===== src/rtl/svib_pkg.sv =====
// Shared types, constants and helpers for the shadow volume index builder.
`default_nettype none

package svib_pkg;

    localparam int DEF_MAX_VERTICES = 1024;
    localparam int DEF_MAX_FACES    = 2048;

    localparam int COORD_W   = 24;
    localparam int IDX_W     = 11;
    localparam int SLOT_W    = 10;
    localparam int EXT_W     = 23;
    localparam int CFG_IDX_W = 3;
    localparam int CFG_DAT_W = 24;

    localparam logic [CFG_IDX_W-1:0] CFG_LIGHT_KIND = 3'd0;
    localparam logic [CFG_IDX_W-1:0] CFG_LIGHT_X    = 3'd1;
    localparam logic [CFG_IDX_W-1:0] CFG_LIGHT_Y    = 3'd2;
    localparam logic [CFG_IDX_W-1:0] CFG_LIGHT_Z    = 3'd3;
    localparam logic [CFG_IDX_W-1:0] CFG_EXTRUDE    = 3'd4;

    localparam logic [1:0] ACT_VERTEX = 2'd0;
    localparam logic [1:0] ACT_FACE   = 2'd1;
    localparam logic [1:0] ACT_EDGE   = 2'd2;
    localparam logic [1:0] ACT_NONE   = 2'd3;

    localparam logic RES_VERTEX = 1'b0;
    localparam logic RES_INDEX  = 1'b1;

    typedef enum logic [1:0] {
        KIND_VERTEX,
        KIND_FACE,
        KIND_EDGE
    } kind_t;

    typedef struct packed {
        kind_t                      kind;
        logic [SLOT_W-1:0]          slot;
        logic signed [COORD_W-1:0]  px;
        logic signed [COORD_W-1:0]  py;
        logic signed [COORD_W-1:0]  pz;
        logic [IDX_W-1:0]           a;
        logic [IDX_W-1:0]           b;
        logic [IDX_W-1:0]           c;
        logic [IDX_W-1:0]           face;
        logic [IDX_W-1:0]           other;
        logic                       present;
    } item_t;

    typedef struct packed {
        logic                       directional;
        logic signed [COORD_W-1:0]  lx;
        logic signed [COORD_W-1:0]  ly;
        logic signed [COORD_W-1:0]  lz;
        logic [EXT_W-1:0]           ext;
    } light_t;

    typedef enum logic {
        ITER_SQRT,
        ITER_DIV
    } iter_op_t;

    typedef struct packed {
        logic     start;
        iter_op_t op;
    } iter_ctl_t;

    typedef enum logic [4:0] {
        ST_IDLE,
        ST_V_WRITE,
        ST_V_DMUL,
        ST_V_DUSE,
        ST_V_SMUL,
        ST_V_SUSE,
        ST_V_SQRT,
        ST_V_SWAIT,
        ST_V_EMUL,
        ST_V_EUSE,
        ST_V_DWAIT,
        ST_V_EMIT,
        ST_F_RDA,
        ST_F_RDB,
        ST_F_RDC,
        ST_F_CAP,
        ST_F_XMUL,
        ST_F_XUSE,
        ST_F_DMUL,
        ST_F_DUSE,
        ST_F_WRITE,
        ST_E_RD0,
        ST_E_RD1,
        ST_E_CAP,
        ST_EMIT
    } state_t;

    function automatic logic signed [COORD_W-1:0] sat24(input logic signed [55:0] v);
        logic signed [COORD_W-1:0] r;
        if (v > 56'sd8388607)
            r = 24'sh7FFFFF;
        else if (v < -56'sd8388608)
            r = 24'sh800000;
        else
            r = v[COORD_W-1:0];
        return r;
    endfunction

endpackage

`default_nettype wire


===== src/rtl/svib_front.sv =====
// Input side: accept and classify items into a two-entry queue.
`default_nettype none

module svib_front (
    input  wire logic                    clk,
    input  wire logic                    rst_n,
    input  wire logic                    in_valid,
    output logic                         in_stall,
    input  wire logic [1:0]              action,
    input  wire logic [9:0]              vertex_slot,
    input  wire logic signed [23:0]      pos_x,
    input  wire logic signed [23:0]      pos_y,
    input  wire logic signed [23:0]      pos_z,
    input  wire logic [10:0]             corner_a,
    input  wire logic [10:0]             corner_b,
    input  wire logic [10:0]             corner_c,
    input  wire logic [10:0]             face_number,
    input  wire logic [10:0]             other_face,
    input  wire logic                    other_present,
    output logic                         q_valid,
    output svib_pkg::item_t              q_item,
    input  wire logic                    q_pop
);

    svib_pkg::item_t entry_reg [2];
    logic            wr_ptr_reg, rd_ptr_reg;
    logic [1:0]      count_reg, count_next;
    svib_pkg::item_t item_in;
    logic            push;

    always_comb
    begin
        item_in.slot    = vertex_slot;
        item_in.px      = pos_x;
        item_in.py      = pos_y;
        item_in.pz      = pos_z;
        item_in.a       = corner_a;
        item_in.b       = corner_b;
        item_in.c       = corner_c;
        item_in.face    = face_number;
        item_in.other   = other_face;
        item_in.present = other_present;
        unique case (action)
            svib_pkg::ACT_VERTEX: item_in.kind = svib_pkg::KIND_VERTEX;
            svib_pkg::ACT_FACE:   item_in.kind = svib_pkg::KIND_FACE;
            svib_pkg::ACT_EDGE:   item_in.kind = svib_pkg::KIND_EDGE;
            default:              item_in.kind = svib_pkg::KIND_VERTEX;
        endcase
    end

    assign in_stall = (count_reg == 2'd2);
    // drop unused actions at the door: they cause nothing
    assign push     = in_valid && !in_stall && (action != svib_pkg::ACT_NONE);
    assign q_valid  = (count_reg != 2'd0);
    assign q_item   = entry_reg[rd_ptr_reg];

    always_comb
    begin
        count_next = count_reg;
        if (push && !q_pop)
            count_next = count_reg + 2'd1;
        else if (!push && q_pop)
            count_next = count_reg - 2'd1;
    end

    always_ff @(posedge clk or negedge rst_n)
    begin
        if (!rst_n)
        begin
            wr_ptr_reg <= 1'b0;
            rd_ptr_reg <= 1'b0;
            count_reg  <= 2'd0;
        end
        else
        begin
            count_reg <= count_next;
            if (push)
                wr_ptr_reg <= !wr_ptr_reg;
            if (q_pop)
                rd_ptr_reg <= !rd_ptr_reg;
        end
    end

    always_ff @(posedge clk)
    begin
        if (push)
            entry_reg[wr_ptr_reg] <= item_in;
    end

endmodule

`default_nettype wire


===== config.mk =====
export PLATFORM = sky130hd
export DESIGN_NAME = svib_front
export DESIGN_NICKNAME = d
export VERILOG_FILES = /design/src/rtl/svib_pkg.sv /design/src/rtl/svib_front.sv
export SDC_FILE = /design/constraint.sdc
export NUM_CORES = 1
export LEC_CHECK = 0
export BUFFER_PORTS_ARGS = -buffer_cell sky130_fd_sc_hd__buf_2
export CORE_ASPECT_RATIO = 0.6
export CORE_MARGIN = 2
export CORE_UTILIZATION = 47
export CTS_CLUSTER_SIZE = 28
export DETAILED_ROUTE_END_ITERATION = 12
export PLACE_DENSITY = 0.75
export SYNTH_ARGS = -nofsm -noshare
export SYNTH_HDL_FRONTEND = slang
export SYNTH_SLANG_ARGS = --single-unit

===== constraint.sdc =====
create_clock -name clk -period 6.78 [get_ports clk]
set_input_delay 1.017 -clock clk [delete_from_list [all_inputs] [get_ports clk]]
set_output_delay 1.017 -clock clk [all_outputs]
set_load 0.05 [all_outputs]

Yosys cells after proc, flatten, opt, wreduce, memory -nomap -nowiden
Memories as Yosys holds them, arrays and structs flattened. Index checks and enable logic that the tools add are counted.

Memory bits (writable): 280. Register bits: 4. Memories kept: 1. Memory bits (read-only): 0. Latch bits: 0. Output and inout bits: 142.

Reductions and logical operators: 11. Equal/unequal tests: 4. Divide/modulo/power cells: 0. Multipliers: 0. Shift operators: 0. Bitwise logic cells: 0. Mux-type cells: 5. Magnitude comparators: 0. $add $sub $neg: 2.

Memory list: entry_reg (depth 2, width 140, read ports 1, clocked after memory_dff 0, write ports 1, RTL line svib_front.sv:25) `svib_pkg::item_t entry_reg [2];`.

Operators by type and width (count): $logic_not 1->1 (5); $eq 2x2->1 const B (2); $logic_and 1x1->1 (4); $mux 2 (2); $pmux 2 s2 (1); $reduce_bool 2->1 (2); $add 2x1->2 const B (1); $eq 2x1->1 const B (1); $mux 1 (2); $ne 2x2->1 const B (1); $sub 2x1->2 const B (1).

Logic depth before layout (Yosys ltp)
Gate-level depths: netlist of run 1.

Depth after elaboration: 8. Depth in mapped cells: 7.

Worst setup path before layout of run 1
OpenSTA, ideal clock, no wires.

Kind: input port to flip-flop. Start: in action[0]. End: mem entry_reg[0][0] (netlist name), enable pin. Stages: 3. Setup slack: -912 ps. Setup time: 642 ps. Arrival time: 7050 ps. Path buffers: 0. Cell sequence: nand2_1 > nand3b_1 > nor2_1.

Longest elaborated chain between the ends: 4.

RTL lines: start, declared (RTL line svib_front.sv:9) `input wire logic [1:0] action,`; $ne 2x2->1 (RTL line svib_front.sv:53) `assign push = in_valid && !in_stall && (action != svib_pkg::ACT_NONE);`; $logic_and 1x1->1 (RTL line svib_front.sv:53); $mux 1 (RTL line svib_front.sv:86) `if (push)`; $mux 1 (implied by the code) (RTL line svib_front.sv:87) `entry_reg[wr_ptr_reg] <= item_in;`; end, declared (RTL line svib_front.sv:25).

No other way between the ends.

==> impl_metrics.csv, run 1 <==
group,metric,value,unit
drt,vias,5307,
setup_path,critical_path.max_stage_delay,1100,ps
die,floorplan.initialDensity,48.2,%
clock_network,clock_path_buffers,3,
finish,fin_area,13300,um2
timing,fin_crit_sh,58.4,%
timing,fin_worst_skew,7.68,ps
setup_path,worst_ep_required_time,5760,ps
setup_path,rr_worst_depth,4,
clock_network,cts_root_buf,"clkbuf_16",
global_route,grt_pass1_wl,30.2,mm
drt,drc_errors,0,
drt,avgViaCountPerCell,4.86,
die,ios,286,
timing,hold_violations,0,
clock_network,post_cts_buffers,0,
die,die-area,24000,um2
die,std_cell_rows,42,
drt,drtPass1Iterations,4,
global_route,grt_overflow,0,
finish,syn_to_final_growth,24.2,%
place,place_area,12400,um2
setup_path,cp_max_fo,77,
drt,wire_per_inst,18.9,um
die,dieHeight,121,um
clock_network,cts_tree,"yes",
synthesis,synth.cell_area,10700,um2
setup_path,crit_chain,"buf_12 -> mux2_2 -> buf_2",
synthesis,syn-num-nets,603,
timing,fin_crit,3960,ps
pwr,static-leakage-power,5.18,nW
die,core,22200,um2
global_route,grt_usage,16.5,%
global_route,grt_max_degree,78,
synthesis,synth_cell_type_count,16,
place,port_buffers,285,
setup_path,startpoint_type,"flop",
timing,drv_slew,0,
finish,drive_above_1_share,60.3,%
synthesis,synth_top_area_share,78.7,%
synthesis,synth_cells,458,
global_route,antenna_found_initial,3,
finish,fin_nets,906,
die,die_w,199,um
drt,drtAntennaViolNets,0,
timing,max_freq,253,MHz
clock_network,clkTransAtPathRegs,60,ps
synthesis,synth.avg_cell_area,23.3,um2
timing,rsz0062_at_grt,"false",
run_status,outcome,"finished clean",
clock_network,hold_buffers,0,
timing,finalSetupViolations,0,
timing,slew_headroom,25.7,%
drt,totalWireLength,20.7,mm
synthesis,yosysWarnings,0,
place,place.gp.congestion,0.757,
global_route,grt_pass1_vias,5468,
setup_path,path_class,"reg -> out",
clock_network,cts_buffers,26,
place,pre_cts_slack,3140,ps
clock_network,cts.sinks,284,
job,cap_violations,0,
clock_network,cts.htree.levels,1,
hold_path,hp-class,"in -> async",
timing,setup_slack,2820,ps
setup_path,cp_data_arrival_time,2940,ps
drt,drt_iter0_markers,280,
synthesis,synth_area_leaders,"edfxtp_1 79%, mux2_4 13%, mux2_2 5.3%",
pwr,peakVddDrop,288,uV
clock_network,clk_latency,510,ps
clock_network,cts_resized,0,
pwr,power_density,492,nW/um2
setup_path,critPathSlowestCell,"dfrtp_4",
setup_path,end_kind,"primary output",
timing,worst_pin_slew,1110,ps
synthesis,synth_largest_area_cell,"edfxtp_1",
finish,largest_reg_flops,280,
synthesis,ys_seq_area_share,79.6,%
synthesis,ys_seq_elements,284,
place,dp_hpwl,14.2,mm
-- placed cells by master (no fill, tap or decap), drive strengths merged --
master,count
buf,291
diode,3
inv,3
nand2,1
nor2b,3
clkbuf,35
clkinv,6
bufinv,3
nor2,3
edfxtp,280
dfrtp,4
xnor2,2
ha,1
or2,1
mux2,140
clkinvlp,3
xor2,3
nand3b,1
-- worst max-delay path: cells and delay by family, from the launching register on --
kind / cells / cell delay (ps)
muxes: 1 / 400
buffers and inverters: 2 / 750
DFF: 1 / 1100
-- power breakdown --
group	leakage (nW)	switching (mW)	internal (mW)
clock network	0.399	0.594	0.844
logic	2.16	1.82	0.811
registers	2.63	0.168	2.30
-- stage by stage --
stage | total power [mW] | utilization (%) | hold WS, ps | TNS (ps) | std cells
floorplan | 4.72 | - | 447 | -255340 | 458
global placement | 5.12 | 56.0 | 466 | 0 | 1041
detailed placement | 5.16 | 56.0 | 481 | 0 | 1041
CTS | 6.61 | 59.8 | 279 | 0 | 1088
global route | 6.78 | 59.8 | 282 | 0 | 1089
finish | 6.54 | 59.9 | 295 | 0 | 1091
-- synthesized netlist by cell type, drive strengths merged --
cell    instances
xor2            3
inv             3
nand3b          1
mux2          140
nand2           1
xnor2           2
nor2b           3
ha              1
dfrtp           4
buf            16
nor2            3
or2             1
edfxtp        280
-- layout make-up --
| type | count | area, um2 |
|---|---|---|
| inverter | 3 | 11.3 |
| sequential | 284 | 8510 |
| tap | 308 | 385 |
| fill | 1642 | 8900 |
| timing repair buffer | 291 | 1480 |
| multi-input combinational | 155 | 2030 |
| clock inverter | 12 | 138 |
| clock buffer | 35 | 706 |
| antenna | 3 | 7.51 |
-- cell families after synthesis --
group | count (synthesis) | synth area share [%]
flip-flops | 284 | 79.6
multiplexers | 140 | 17.9
buffers and inverters | 19 | 1.53
AND/OR/NAND/NOR | 9 | 0.445
XOR/XNOR | 5 | 0.410
adder cells (fa/ha/maj) | 1 | 0.117
-- worst paths after layout --
check / end / slack [ps] / start
max reg2reg: entry_reg[0][128]$_DFFE_PP_ / 3780 / count_reg[1]$_DFFE_PN0P_
max in group asynchronous: rd_ptr_reg$_DFFE_PN0P_ / 6350 / rst_n
min reg2reg: count_reg[1]$_DFFE_PN0P_ / 500 / count_reg[1]$_DFFE_PN0P_
min in group clk: count_reg[1]$_DFFE_PN0P_ / 500 / count_reg[1]$_DFFE_PN0P_
min: rd_ptr_reg$_DFFE_PN0P_ / 300 / rst_n
max: q_item[118] / 2820 / rd_ptr_reg$_DFFE_PN0P_
-- metal layers --
layer	GRT usage [%]	part of all wire [%]	wire length (um)
met2	26.4	46	9600
met5	0	0	0
met1	21.8	42	8690
met3	5.77	9.5	1960
met4	4.10	2.0	403
Power figures use the tool's default switching activity.
==> inputs of run 2 (changes only) <==
- ABC_AREA: default -> 1
- CORE_UTILIZATION: 47 -> 52
- PLACE_DENSITY: 0.75 -> 0.79
- clock period: 6.78 -> 3.8 ns (I/O delays scaled with it)
==> run 2 against run 1 <==
Non-clock buffer count did not move; largest cell class unchanged; largest power group unchanged; critical path depth did not move; clock power up 78%; first-iteration DRC count is 23% higher; routed wire length down 0.97%; sequential power is 73% higher; cell count shrank 2.1%.
==> impl_metrics.csv, run 2 <==
group,metric,value,unit
synthesis,synth_top_area_share,78.5,%
global_route,grt_max_degree,141,
drt,drc_errors,0,
clock_network,clkTransAtPathRegs,70,ps
synthesis,ys.flop_type,"edfxtp_1",
synthesis,synth_cells,470,
timing,rsz0062_at_grt,"false",
hold_path,hp-class,"in -> reg",
drt,drtPass1Iterations,4,
synthesis,async_flop_share,1.41,%
synthesis,yosysMostFrequentCell,"edfxtp_1",
drt,totalWireLength,20.5,mm
synthesis,netlist_top_cells_count,"280 x edfxtp_1, 90 x mux2_4, 50 x mux2_2",
setup_path,r2r_start,"count_reg[0]$_DFFE_PN0P_",
setup_path,end_kind,"primary output",
die,ios,286,
job,cap_violations,0,
timing,slew_headroom,35.2,%
pwr,peakVddDrop,624,uV
timing,setup_tns,0,ps
clock_network,cts_resized,0,
global_route,grt_overflow,0,
finish,drive_above_1_share,59.6,%
timing,fin_crit_sh,72.9,%
drt,avgViaCountPerCell,5.03,
drt,vias,5374,
setup_path,cp_data_arrival_time,2200,ps
clock_network,cts.htree.levels,1,
drt,wire_per_inst,19.2,um
timing,drv_slew,0,
global_route,grt_pass1_vias,5532,
setup_path,rr_worst_depth,5,
finish,final_common_cell,"buf_2",
global_route,antenna_found_initial,4,
timing,worst_pin_slew,971,ps
die,core,20100,um2
synthesis,synth.avg_cell_area,22.8,um2
clock_network,cts_root_buf,"clkbuf_16",
synthesis,ys_seq_area_share,79.4,%
setup_path,startpoint_type,"flop",
setup_path,worst_ep_required_time,3230,ps
synthesis,synth_edf_count,280,
pwr,swShare,39.5,%
setup_path,path_class,"reg -> out",
synthesis,yosysWarnings,0,
clock_network,post_cts_buffers,0,
die,die_w,189,um
global_route,grt_usage,17.8,%
finish,fillers,1355,
finish,final_cell_mix,"285 x buf_2, 280 x edfxtp_1, 90 x mux2_4",
finish,seq_area,8510,um2
timing,fin_worst_skew,8.23,ps
finish,largest_reg_flops,280,
pwr,power_density,875,nW/um2
finish,syn_to_final_growth,24.0,%
timing,max_freq,361,MHz
clock_network,cts_buffers,26,
pwr,comb_power_share,41.1,%
place,pre_cts_slack,1510,ps
setup_path,ff2ff_setup_slack,1700,ps
clock_network,hold_buffers,1,
clock_network,clock_path_buffers,3,
die,std_cell_rows,40,
synthesis,synth_cell_type_count,15,
run_status,outcome,"finished clean",
timing,setup_slack,1030,ps
synthesis,synth_largest_area_cell,"edfxtp_1",
synthesis,syn-num-nets,615,
setup_path,cp_max_fo,66,
hold_path,hold_start,"corner_b[10]",
pwr,cellInternalPower,7.04,mW
place,dp_hpwl,13.8,mm
setup_path,r2r-end,"entry_reg[1][73]$_DFFE_PP_",
synthesis,synth.cell_area,10700,um2
pwr,p_seq_share,36.8,%
die,floorplan.initialDensity,53.3,%
place,place.gp.congestion,0.815,
pwr,static-leakage-power,5.25,nW
hold_path,min_path_cells,1,
clock_network,clk_latency,510,ps
clock_network,cts.sinks,284,
hold_path,min_to,"entry_reg[1][44]$_DFFE_PP_",
synthesis,ys_seq_elements,284,
pwr,clock_power_share,22.0,%
die,die-area,21800,um2
synthesis,synth_area_leaders,"edfxtp_1 78%, mux2_4 13%, mux2_2 5.3%",
timing,finalSetupViolations,0,
clock_network,cts_tree,"yes",
finish,multi_input_area,2020,um2
die,dieHeight,115,um
finish,fin_nets,918,
drt,drt_iter0_markers,344,
global_route,grt_pass1_wl,29.8,mm
timing,hold_violations,0,
pwr,switchingPower,4.59,mW
drt,drtAntennaViolNets,0,
place,port_buffers,285,
timing,fin_crit,2770,ps
==> run 2: changes by cell type in the layout (fill, tap and decap cells not counted), moves of 2 or more <==
cell      before  now
buf_4          5    2
nand4_1        0    2
clkinv_2       2    6
nor2b_1        3    0
nand3_1        0    2
nand2_1        1    9
clkbuf_1       8    4
buf_12         1    3
xor2_1         3    1
inv_1          3   10
==> run 2: final cells by class <==
class                           instances  area share [%]
Antenna cell                            3          0.0565
Clock buffer                           31            5.20
Clock inverter                         16            1.21
Inverter                               11           0.339
Multi-Input combinational cell        159            15.2
Sequential cell                       284            64.1
Tap cell                              273            2.57
Timing Repair Buffer                  291            11.4
==> run 2: worst max path at each step <==
stage / startpoint / to / slack, ps / depth (start not counted)
finish: rd_ptr_reg$_DFFE_PN0P_ / q_item[18] / 1030 / 3
global route: rd_ptr_reg$_DFFE_PN0P_ / q_item[137] / 940 / 3
CTS: rd_ptr_reg$_DFFE_PN0P_ / q_item[137] / 970 / 3
detailed placement: action[0] / entry_reg[1][73]$_DFFE_PP_ / 1510 / 5
global placement: rd_ptr_reg$_DFFE_PN0P_ / q_item[137] / 1580 / 3
floorplan: action[0] / entry_reg[1][0]$_DFFE_PP_ / 490 / 3
==> run 2: routing by layer <==
metal  share of wire [%]  track usage [%]
met5                0.10                0
met4                 1.6             3.36
met3                 9.4             5.89
met2                  47             29.8
met1                  42             23.3
==> run 2: kinds of logic (layout without fill, tap and decap cells) <==
group / Yosys count / in the layout / synth area share (%)
flip-flops: 284 / 284 / 79.4
AND/OR/NAND/NOR: 16 / 16 / 0.631
adder cells (fa/ha/maj): 1 / 1 / 0.117
buffers and inverters: 27 / 349 / 1.81
XOR/XNOR: 2 / 2 / 0.164
multiplexers: 140 / 140 / 17.9
other: 0 / 3 / 0
==> run 2: worst max-delay path, cell delays in order (launching register included) <==
cell     delay [ps]
dfrtp_4         630
buf_12          360
mux2_2          390
buf_2           210
==> run 2: stage by stage <==
step           cell area [um2]  util (%)  total power, mW  instances  hold slack (ps)
2_1_floorplan            10700         -             8.29        470              274
3_3_place_gp             12400      61.7             9.05       1017              381
3_5_place_dp             12400      61.7             9.15       1017              382
4_1_cts                  13300      66.0             11.7       1065              218
5_1_grt                  13300      66.0             12.0       1065              218
6_report                 13300      66.0             11.6       1068              245
==> run 2: power by group through the flow <==
stage	Sequential [mW]	Clock [mW]	Combinational, mW
after floorplan	4.28	0	4.01
after global placement	4.31	0	4.74
after detailed placement	4.35	0	4.80
after CTS	4.29	2.62	4.82
after global routing	4.33	2.73	4.98
final	4.28	2.56	4.78
==> inputs of run 3 (changes only) <==
- ABC_AREA: 1 -> 0
- clock period: 3.8 -> 2.8 ns (I/O delays scaled with it)
==> run 3 against run 2 <==
Sequential power rose by 35%; worst hold slack got worse by 150 ps; first-iteration DRC count fell by 12%; final area barely moved; critical path depth did not move; count of clock-buffer cells in the layout fell by 2; clock skew fell by 2.5 ps; sequential share of layout area barely moved; clock power rose by 30%; critical endpoint is now q_item[20].
==> impl_metrics.csv, run 3 (synthesis gave the netlist of run 1 again) <==
group,metric,value,unit
finish,fin_nets,907,
die,die-area,21800,um2
setup_path,worst_ep_required_time,2380,ps
clock_network,clock_path_buffers,3,
timing,rsz0062_at_grt,"false",
timing,setup_tns,0,ps
run_status,outcome,"finished clean",
global_route,grt_usage,18.0,%
hold_path,min_to,"entry_reg[1][0]$_DFFE_PP_",
timing,drv_slew,0,
hold_path,hp-class,"in -> reg",
setup_path,crit_chain,"buf_12 -> mux2_2 -> buf_2",
setup_path,rr_worst_depth,4,
timing,finalSetupViolations,0,
finish,drive_above_1_share,60.6,%
timing,fin_worst_skew,5.71,ps
place,port_buffers,285,
global_route,grt_max_degree,88,
die,dieHeight,115,um
clock_network,cts_buffers,26,
timing,fin_crit_sh,88.3,%
die,floorplan.initialDensity,53.3,%
setup_path,critical_path.max_stage_delay,440,ps
place,dp_hpwl,13.7,mm
drt,drtAntennaViolNets,0,
finish,fin_util,66.2,%
clock_network,clk_latency,510,ps
drt,totalWireLength,20.5,mm
timing,max_freq,405,MHz
hold_path,hold_start,"other_present",
timing,slew_headroom,60.0,%
drt,vias,5320,
pwr,peakVddDrop,756,uV
place,place_area,12500,um2
job,cap_violations,0,
die,die_w,189,um
timing,worst_pin_slew,600,ps
clock_network,cts.htree.levels,1,
global_route,grt_overflow,0,
clock_network,cts.sinks,284,
global_route,grt_pass1_wl,30.0,mm
global_route,antenna_found_initial,3,
setup_path,r2r-end,"entry_reg[1][68]$_DFFE_PP_",
setup_path,crit_path_start,"rd_ptr_reg$_DFFE_PN0P_",
drt,avgViaCountPerCell,5.04,
setup_path,startpoint_type,"flop",
finish,fin_area,13300,um2
hold_path,min_path_cells,1,
setup_path,cp_data_arrival_time,2050,ps
timing,fin_crit,2470,ps
finish,largest_reg_flops,280,
drt,wire_per_inst,19.4,um
clock_network,cts_tree,"yes",
timing,hold_slack,91.5,ps
finish,final_cell_mix,"285 x buf_2, 280 x edfxtp_1, 90 x mux2_4",
drt,drc_errors,0,
setup_path,ff2ff_setup_slack,820,ps
setup_path,end_kind,"primary output",
pwr,power_density,1190,nW/um2
pwr,total_power,15.8,mW
die,std_cell_rows,40,
pwr,static-leakage-power,5.21,nW
die,ios,286,
place,place.gp.congestion,0.828,
clock_network,cts_root_buf,"clkbuf_16",
global_route,grt_pass1_vias,5526,
die,core,20100,um2
setup_path,cp_max_fo,78,
clock_network,clkTransAtPathRegs,60,ps
finish,syn_to_final_growth,24.2,%
timing,hold_violations,0,
finish,fillers,1359,
setup_path,critPathSlowestCell,"dfrtp_4",
drt,drtPass1Iterations,4,
setup_path,path_class,"reg -> out",
setup_path,r2r_start,"count_reg[1]$_DFFE_PN0P_",
finish,final_common_cell,"buf_2",
drt,drt_iter0_markers,302,
==> run 3: cell count changes in the layout (fill, tap and decap cells not counted), sizes merged, moves of 3 or more <==
cell,before,now
inv,11,3
clkinv,11,14
nor2b,0,3
nand2,9,1
==> run 3: worst max path at each step <==
| stage | slack, ps | to | cells past startpoint |
|---|---|---|---|
| finish | 330 | q_item[20] | 3 |
| global placement | 910 | q_item[20] | 3 |
| CTS | 310 | q_item[12] | 3 |
| floorplan | -660 | entry_reg[0][0]$_DFFE_PP_ | 3 |
| global route | 260 | q_item[12] | 3 |
| detailed placement | 860 | q_item[12] | 3 |
==> run 3: critical path, delay by kind of cell (launching register included) <==
family | cells | cell delay [ps]
buffers and inverters | 2 | 580
flip-flops | 1 | 440
multiplexers | 1 | 400
==> run 3: stage by stage <==
step / worst slack (ps) / std cells
after floorplan: -657 / 458
after global placement: 905 / 1006
after detailed placement: 865 / 1006
after CTS: 306 / 1053
after global routing: 264 / 1054
final: 328 / 1055
==> run 3: layer usage <==
layer / track usage, % / part of all wire, % / routed length [um] / vias up
li1: - / - / - / 2419
met1: 24.0 / 42 / 8670 / 2619
met2: 29.1 / 48 / 9730 / 251
met3: 5.86 / 8.7 / 1790 / 31
met4: 4.27 / 1.4 / 289 / 0
met5: 0 / 0 / 0 / -
==> run 3: layout make-up <==
| type | count | area, um2 | share of cell area, % |
|---|---|---|---|
| clock inverters | 17 | 129 | 0.971 |
| flip-flops and latches | 284 | 8510 | 64.1 |
| inverters | 3 | 11.3 | 0.0848 |
| clock buffers | 29 | 683 | 5.14 |
| multi-input cells | 155 | 2040 | 15.4 |
| diodes | 2 | 5.00 | 0.0377 |
| repair buffers | 292 | 1560 | 11.7 |
| well taps | 273 | 342 | 2.57 |
==> run 3: power breakdown <==
part / switching [mW] / internal (mW) / leakage [nW]
registers: 0.214 / 5.57 / 2.63
clock network: 1.42 / 1.93 / 0.402
logic: 4.62 / 2.02 / 2.18
==> run 3: timing repair <==
item                      4_1_cts  5_1_grt
hold buffers                    1        0
setup buffers                   0        0
resized for setup               0        0
hold endpoints to repair        4        0
